File: src/rtl/crc16_frame_encoder_core_macros.svh
// assertion macros used by the frame encoder sequencer
`ifndef CRC16_FRAME_ENCODER_CORE_MACROS_SVH
`define CRC16_FRAME_ENCODER_CORE_MACROS_SVH

// checked only out of reset
`define CFE_ASSERT(lbl, clk, rst_n, prop, msg) \
    lbl: assert property (@(posedge clk) disable iff (!(rst_n)) prop) else $error(msg);

// checked at every edge, reset included
`define CFE_ASSERT_ALWAYS(lbl, clk, prop, msg) \
    lbl: assert property (@(posedge clk) prop) else $error(msg);

`endif

File: src/rtl/crc16_fe_pkg.sv
// shared types, constants and crc function of the frame encoder
`timescale 1ns / 1ps
`default_nettype none

package crc16_fe_pkg;

    localparam logic [15:0] CRC_POLY  = 16'h1021;
    localparam logic [15:0] CRC_RESET = 16'hFFFF;
    localparam logic [7:0]  SYNC_RESET = 8'hA5;

    // register word indexes on the config port
    localparam logic REG_SYNC_BYTE = 1'b0;
    localparam logic REG_CRC_SEED  = 1'b1;

    // byte position within the bytes one transaction causes
    typedef enum logic [2:0] {
        PH_SYNC,
        PH_TYPE,
        PH_LEN,
        PH_DATA,
        PH_CRC_HI,
        PH_CRC_LO
    } phase_t;

    typedef struct packed {
        logic       fold;
        logic       load_seed;
        logic [7:0] fold_byte;
    } crc_ctrl_t;

    // one byte through the ccitt polynomial, msb first
    function automatic logic [15:0] crc_fold(input logic [15:0] crc, input logic [7:0] b);
        logic [15:0] c;
        c = crc ^ {b, 8'h00};
        for (int i = 0; i < 8; i++) begin
            if (c[15]) begin
                c = {c[14:0], 1'b0} ^ CRC_POLY;
            end else begin
                c = {c[14:0], 1'b0};
            end
        end
        return c;
    endfunction

endpackage

`default_nettype wire

File: src/rtl/crc16_fe_crc.sv
// running crc register, folds one emitted header or payload byte per cycle while bytes advance
`timescale 1ns / 1ps
`default_nettype none

module crc16_fe_crc
    import crc16_fe_pkg::*;
(
    input  wire logic        aclk,
    input  wire logic        aresetn,
    input  wire crc_ctrl_t   crc_ctrl,
    input  wire logic [15:0] crc_seed,
    output logic      [15:0] crc_value
);

    logic [15:0] crc_reg;
    logic [15:0] crc_next;
    logic [15:0] crc_base;

    // sync byte starts a fresh crc from the seed
    assign crc_base = crc_ctrl.load_seed ? crc_seed : crc_reg;

    always_comb begin
        crc_next = crc_reg;
        if (crc_ctrl.fold) begin
            crc_next = crc_fold(crc_base, crc_ctrl.fold_byte);
        end
    end

    always_ff @(posedge aclk) begin
        if (!aresetn) begin
            crc_reg <= CRC_RESET;
        end else begin
            crc_reg <= crc_next;
        end
    end

    assign crc_value = crc_reg;

endmodule

`default_nettype wire

File: src/rtl/crc16_fe_seq.sv
// item holding register, byte sequencer and output register
`timescale 1ns / 1ps
`default_nettype none
`include "crc16_frame_encoder_core_macros.svh"

module crc16_fe_seq
    import crc16_fe_pkg::*;
(
    input  wire logic        aclk,
    input  wire logic        aresetn,
    input  wire logic        s_valid,
    output logic             s_ready,
    input  wire logic [7:0]  s_msg_type,
    input  wire logic [7:0]  s_payload_len,
    input  wire logic [7:0]  s_data_byte,
    input  wire logic        s_first_byte,
    input  wire logic        s_last_byte,
    output logic             m_valid,
    input  wire logic        m_ready,
    output logic      [7:0]  m_out_byte,
    output logic             m_run_last,
    output logic             m_frame_end,
    input  wire logic [7:0]  sync_byte,
    input  wire logic [15:0] crc_value,
    output crc_ctrl_t        crc_ctrl
);

    logic       hold_valid_reg, hold_valid_next;
    phase_t     phase_reg, phase_next;
    logic [7:0] msg_type_reg;
    logic [7:0] payload_len_reg;
    logic [7:0] data_byte_reg;
    logic       last_reg;
    logic       out_valid_reg, out_valid_next;
    logic [7:0] out_byte_reg;
    logic       run_last_reg;
    logic       frame_end_reg;

    logic       adv;
    logic       final_ph;
    logic       accept;
    logic [7:0] byte_sel;
    phase_t     phase_succ;

    assign adv      = hold_valid_reg & (~out_valid_reg | m_ready);
    assign final_ph = (phase_reg == PH_CRC_LO) | ((phase_reg == PH_DATA) & ~last_reg);
    assign s_ready  = ~hold_valid_reg | (adv & final_ph);
    assign accept   = s_valid & s_ready;

    always_comb begin
        byte_sel   = data_byte_reg;
        phase_succ = PH_DATA;
        case (phase_reg)
            PH_SYNC: begin
                byte_sel   = sync_byte;
                phase_succ = PH_TYPE;
            end
            PH_TYPE: begin
                byte_sel   = msg_type_reg;
                phase_succ = PH_LEN;
            end
            PH_LEN: begin
                byte_sel   = payload_len_reg;
                phase_succ = PH_DATA;
            end
            PH_DATA: begin
                byte_sel   = data_byte_reg;
                phase_succ = PH_CRC_HI;
            end
            PH_CRC_HI: begin
                byte_sel   = crc_value[15:8];
                phase_succ = PH_CRC_LO;
            end
            PH_CRC_LO: begin
                byte_sel   = crc_value[7:0];
                phase_succ = PH_DATA;
            end
            default: begin
                byte_sel   = data_byte_reg;
                phase_succ = PH_DATA;
            end
        endcase
    end

    // next state of the holding register and output register
    always_comb begin
        hold_valid_next = hold_valid_reg;
        phase_next      = phase_reg;
        if (adv) begin
            if (final_ph) begin
                hold_valid_next = 1'b0;
            end else begin
                phase_next = phase_succ;
            end
        end
        if (accept) begin
            hold_valid_next = 1'b1;
            phase_next      = s_first_byte ? PH_SYNC : PH_DATA;
        end
        if (adv) begin
            out_valid_next = 1'b1;
        end else if (m_ready) begin
            out_valid_next = 1'b0;
        end else begin
            out_valid_next = out_valid_reg;
        end
    end

    always_ff @(posedge aclk) begin
        if (!aresetn) begin
            hold_valid_reg <= 1'b0;
            phase_reg      <= PH_DATA;
            out_valid_reg  <= 1'b0;
        end else begin
            hold_valid_reg <= hold_valid_next;
            phase_reg      <= phase_next;
            out_valid_reg  <= out_valid_next;
        end
    end

    always_ff @(posedge aclk) begin
        if (accept) begin
            msg_type_reg    <= s_msg_type;
            payload_len_reg <= s_payload_len;
            data_byte_reg   <= s_data_byte;
            last_reg        <= s_last_byte;
        end
        if (adv) begin
            out_byte_reg  <= byte_sel;
            run_last_reg  <= final_ph;
            frame_end_reg <= (phase_reg == PH_CRC_LO);
        end
    end

    // header and payload bytes go into the crc, crc bytes do not
    assign crc_ctrl.fold      = adv & ((phase_reg == PH_SYNC) | (phase_reg == PH_TYPE)
                                       | (phase_reg == PH_LEN) | (phase_reg == PH_DATA));
    assign crc_ctrl.load_seed = (phase_reg == PH_SYNC);
    assign crc_ctrl.fold_byte = byte_sel;

    assign m_valid     = out_valid_reg;
    assign m_out_byte  = out_byte_reg;
    assign m_run_last  = run_last_reg;
    assign m_frame_end = frame_end_reg;

    `CFE_ASSERT(a_ready_only_on_drain, aclk, aresetn,
        (hold_valid_reg && s_ready) |-> (adv && final_ph), "ready while item still pending")
    `CFE_ASSERT(a_stall_holds_seq, aclk, aresetn,
        (hold_valid_reg && out_valid_reg && !m_ready) |=> (hold_valid_reg && $stable(phase_reg)),
        "sequencer moved under output stall")
    `CFE_ASSERT_ALWAYS(a_fold_needs_adv, aclk,
        crc_ctrl.fold |-> adv, "crc folded without a byte leaving")
    `CFE_ASSERT(a_end_after_crc_hi, aclk, aresetn,
        (adv && phase_reg == PH_CRC_LO) |-> $past(phase_reg == PH_CRC_HI || phase_reg == PH_CRC_LO),
        "crc low byte without crc high byte")

endmodule

`default_nettype wire

File: src/rtl/crc16_frame_encoder_core.sv
// top level of the crc16 frame encoder: config registers and datapath
// a transaction accepted into the holding register sends its bytes out through the output register
// throughput: one output byte per cycle while the receiver takes them; a plain payload byte gives one
// output byte, a first byte four and a last byte three, all through the single output register
// input is taken again in the cycle the last byte of the held item leaves
// synchronous active-low reset clears handshake state, sync byte to 0xA5, crc and seed to 0xFFFF
`timescale 1ns / 1ps
`default_nettype none

module crc16_frame_encoder_core
    import crc16_fe_pkg::*;
(
    input  wire logic        aclk,
    input  wire logic        aresetn,
    // config port
    input  wire logic        psel,
    input  wire logic        penable,
    input  wire logic        pwrite,
    input  wire logic [2:0]  paddr,
    input  wire logic [31:0] pwdata,
    output logic      [31:0] prdata,
    output logic             pready,
    // payload input
    input  wire logic        s_valid,
    output logic             s_ready,
    input  wire logic [7:0]  s_msg_type,
    input  wire logic [7:0]  s_payload_len,
    input  wire logic [7:0]  s_data_byte,
    input  wire logic        s_first_byte,
    input  wire logic        s_last_byte,
    // frame byte output
    output logic             m_valid,
    input  wire logic        m_ready,
    output logic      [7:0]  m_out_byte,
    output logic             m_run_last,
    output logic             m_frame_end
);

    logic [7:0]  sync_byte_reg;
    logic [15:0] crc_seed_reg;
    logic        cfg_write;
    logic        reg_index;
    logic [15:0] crc_value;
    crc_ctrl_t   crc_ctrl;

    // word index from the address, byte offset ignored
    assign reg_index = paddr[2];
    assign cfg_write = psel & penable & pwrite;
    assign pready    = 1'b1;

    always_ff @(posedge aclk) begin
        if (!aresetn) begin
            sync_byte_reg <= SYNC_RESET;
            crc_seed_reg  <= CRC_RESET;
        end else if (cfg_write) begin
            case (reg_index)
                REG_SYNC_BYTE: sync_byte_reg <= pwdata[7:0];
                REG_CRC_SEED:  crc_seed_reg  <= pwdata[15:0];
                default: begin
                    sync_byte_reg <= sync_byte_reg;
                end
            endcase
        end
    end

    // readback of the selected register
    always_comb begin
        case (reg_index)
            REG_SYNC_BYTE: prdata = {24'h000000, sync_byte_reg};
            REG_CRC_SEED:  prdata = {16'h0000, crc_seed_reg};
            default:       prdata = 32'h0000_0000;
        endcase
    end

    // holding register, byte sequencer and output register
    crc16_fe_seq u_seq (
        .aclk          (aclk),
        .aresetn       (aresetn),
        .s_valid       (s_valid),
        .s_ready       (s_ready),
        .s_msg_type    (s_msg_type),
        .s_payload_len (s_payload_len),
        .s_data_byte   (s_data_byte),
        .s_first_byte  (s_first_byte),
        .s_last_byte   (s_last_byte),
        .m_valid       (m_valid),
        .m_ready       (m_ready),
        .m_out_byte    (m_out_byte),
        .m_run_last    (m_run_last),
        .m_frame_end   (m_frame_end),
        .sync_byte     (sync_byte_reg),
        .crc_value     (crc_value),
        .crc_ctrl      (crc_ctrl)
    );

    // running crc, one byte fold per emitted header or payload byte
    crc16_fe_crc u_crc (
        .aclk      (aclk),
        .aresetn   (aresetn),
        .crc_ctrl  (crc_ctrl),
        .crc_seed  (crc_seed_reg),
        .crc_value (crc_value)
    );

endmodule

`default_nettype wire

File: config.mk
export PLATFORM = sky130hd
export DESIGN_NAME = crc16_frame_encoder_core
export DESIGN_NICKNAME = d
export VERILOG_FILES = /design/src/rtl/crc16_fe_pkg.sv /design/src/rtl/crc16_fe_crc.sv /design/src/rtl/crc16_fe_seq.sv /design/src/rtl/crc16_frame_encoder_core.sv
export VERILOG_INCLUDE_DIRS = /design/src /design/src/rtl
export SDC_FILE = /design/constraint.sdc
export NUM_CORES = 1
export LEC_CHECK = 0
export BUFFER_PORTS_ARGS = -buffer_cell sky130_fd_sc_hd__buf_2
export CAP_MARGIN = 20
export CORE_ASPECT_RATIO = 1.5
export CORE_UTILIZATION = 30
export CTS_CLUSTER_DIAMETER = 50
export DETAILED_ROUTE_END_ITERATION = 12
export PLACE_DENSITY = 0.62
export SETUP_SLACK_MARGIN = 0.5
export SYNTH_ARGS = -nofsm -noshare
export SYNTH_HDL_FRONTEND = slang
export SYNTH_SLANG_ARGS = --single-unit
File: constraint.sdc
create_clock -name aclk -period 6.2 [get_ports aclk]
set_clock_uncertainty 0.1 [all_clocks]
set_input_delay 0.31 -clock aclk [delete_from_list [all_inputs] [get_ports aclk]]
set_output_delay 0.31 -clock aclk [all_outputs]
set_load 0.01 [all_outputs]
==> summary.md <==
| Metric | Value |
|---|---|
| Static Leak | 1.97 nW |
| TritonCTS Buffers | 9 |
| Share of layout cells above drive strength 1 | 28.7% |
| Root Driver | clkbuf_16 |
| Sw Ratio | 28.1% |
| Die Y | 145 µm |
| Wirelength per Cell | 14.9 µm |
| Initial detailed-routing violation count | 162 |
| ANT nets after route | 0 |
| Critical path arrival | 3.06 ns |
| Yosys reg bits | 80 |
| GRT Total Usage | 13.6% |
| Vias in the first global route | 2883 |
| Grt met2 use | 23.8% |
| Final worst slack | 3.22 ns |
| Register area share after synthesis | 47.8% |
| Initial DRT Pass Iterations | 4 |
| Status | complete, no violations |
| Die area | 14100 µm² |
| Setup CP Type | register to register |
| Slew headroom | 38.1% |
| Place WS | 3.21 ns |
| Core Footprint | 13100 µm² |
| Hold_sp | s_msg_type[2] |
| GRT busiest layer | met2 |
| Die span in x | 97.2 µm |
| Pint | 1.08 mW |
| Largest net degree at the start of global routing | 46 |
| Setup_tns | 0 ns |
| Kind of path behind the tightest hold check | primary input to register |
| CP endpoint kind | register |
| # rows | 51 |
| Worst IR Drop VDD | 0.150 mV |
| Worst-skew pair later-pin latency | 0.34 ns |
| Max Slew Vio Count | 0 |
| Mapped Cells | 384 |
| Number of vias per cell | 4.76 |
| # diodes | 0 |
| CP peak stage delay | 0.87 ns |
| Worst reg2reg path startpoint | u_seq.phase_reg[0] |
| Top FF cell, synth | dfxtp_1 |
| Starting Density | 31.0% |
| Met1 Track Usage GR | 16.1% |
| Htree depth | 3 |
| Async set or reset register ratio after synthesis | 0% |
| Number of synthesized flops with an enable pin | 35 |
| Dpl hpwl | 6.91 mm |
| PostCTS Resize Cnt | 0 |
| Max Clk Rate | 335 MHz |
| Worst slew pin tran | 0.927 ns |
| Max cap viols | 0 |
| Via Count | 2927 |
| Mapped Avg Cell Area | 10.6 µm² |
| Type of origin of the critical path | register |
| First-pass GRT wire length | 14.8 mm |
| Tcrit/Tclk final | 48.1% |
| Pwr Density | 313 nW/µm² |
| Routed WL | 9.15 mm |
| P_sw | 421 µW |
| Final hold violation count | 0 |
| Initial antenna violation count | 0 |
| Clock Power Share | 36.5% |
| Logic pwr share | 21.8% |
| Mapped cell area | 4080 µm² |
| Clock Path Buffers | 2 |
| Nets@finish | 519 |
| Setup bufs post-CTS | 0 |
| WP data required | 6.28 ns |
| Remaining DRCs | 0 |
| Clock period minus worst slack | 2.98 ns |
| Yosys cell types | 58 |
| Final setup vio count | 0 |
| I/O pin count | 113 |
| Yosys Warn Count | 0 |
| RSZ-0062 raised after global routing | no |
| Routability congestion estimate | 0.775 |
| GR Util met3 | 2.93% |
| PortBufs | 77 |
| Worst setup path start | u_seq.phase_reg[0] |
| GRT overflow | 0 |
| Critical Path Fanout Max | 19 |
| Seq pwr share | 41.7% |
| Clock transition at path regs | 0.06 ns |
| CP cell instances | nand2b_1, a211oi_1, a221oi_2, xnor3_1, xor2_1, xnor2_1, o211ai_1 |
| CTS tree | done |
| P&R area growth vs syn | 17.6% |
| Slowest cell on the critical path | dfxtp_1 |
| Post-CTS Hold Buffers | 0 |
| CTS Sinks | 80 |
-- critical path, delay by kind of cell, from the launching register on --
family	cells	cell delay, ns
flip-flops	1	0.87
XOR/XNOR	3	0.99
AND/OR/NAND/NOR	1	0.30
AO/OA/AOI/OAI	3	0.57
-- power by group through the flow --
stage               logic, mW  clock network [mW]  registers [mW]
finish                  0.327               0.549           0.626
global route            0.363               0.582           0.631
CTS                     0.332               0.564           0.626
detailed placement      0.330                   0           0.637
global placement        0.325                   0           0.636
floorplan               0.268                   0           0.627
-- synthesized netlist by cell type (3+ instances only) --
library cell	n	area (µm²)
clkbuf_1	13	48.8
a21boi_0	5	37.5
nor2_1	10	37.5
xnor2_1	7	61.3
nand2_1	74	278
o21ai_0	5	25.0
inv_1	7	26.3
nand2b_1	5	31.3
nand3_1	25	125
o211ai_2	4	50.1
mux2_2	8	90.1
dfxtp_1	45	901
buf_4	19	143
edfxtp_1	35	1050
and2_1	8	50.1
o21a_1	3	22.5
o21ai_1	4	20.0
a21oi_1	5	25.0
xor2_1	7	61.3
o211ai_1	12	90.1
nor2b_1	5	31.3
mux2i_1	23	230
buf_6	7	78.8
-- metrics by stage --
| stage | instance area [µm²] | total power, mW | utilization, % | cells | hold WS [ns] |
|---|---|---|---|---|---|
| after floorplan | 4140 | 0.895 | - | 399 | 0.309 |
| after global placement | 4470 | 0.961 | 34.0 | 598 | 0.368 |
| after detailed placement | 4470 | 0.967 | 34.0 | 598 | 0.380 |
| after CTS | 4790 | 1.52 | 36.4 | 614 | 0.0328 |
| after global routing | 4800 | 1.58 | 36.5 | 615 | 0.0343 |
| final | 4800 | 1.50 | 36.5 | 615 | 0.0457 |
-- cells by family after synthesis --
kind of cell              count (synthesis)  synth area share (%)
other                                     2                 0.184
and+or+nand+nor                         143                  16.8
xor gates and xnor gates                 22                  7.08
DFF                                      80                  47.8
buffers and inverters                    47                  7.39
muxes                                    33                  8.95
AOI/OAI and AO/OA                        57                  11.8
-- cell usage in the layout, fill, tap and decap left out, types with 10 or more instances in the layout --
cell        n
conb_1     17
buf_2      77
edfxtp_1   35
clkbuf_16  10
nand3_1    25
dfxtp_1    45
o211ai_1   12
nor2_1     10
mux2i_1    23
nand2_1    74
-- metal layers --
| metal | wire, µm | share of wire (%) |
|---|---|---|
| met5 | 0 | 0 |
| met4 | 186 | 2.0 |
| met3 | 471 | 5.1 |
| met2 | 4620 | 50 |
| met1 | 3870 | 42 |
-- final timing paths --
path	endpoint	slack [ns]	cells past startpoint
setup / recovery	u_crc.crc_value[13]	3.22	7
hold / removal	u_seq.msg_type_reg[2]	0.05	1
setup reg to reg	u_crc.crc_value[13]	3.22	7
hold reg to reg	u_seq.m_valid	0.39	1
-- layout make-up --
cell class | count | area, µm²
Fill cell | 1330 | 8350
Inverter | 7 | 26.3
Tap cell | 159 | 199
Timing Repair Buffer | 81 | 419
Clock buffer | 10 | 250
Sequential cell | 80 | 1950
Clock inverter | 6 | 63.8
Multi-Input combinational cell | 272 | 1890
No activity file was read; power rests on OpenSTA's default activity.
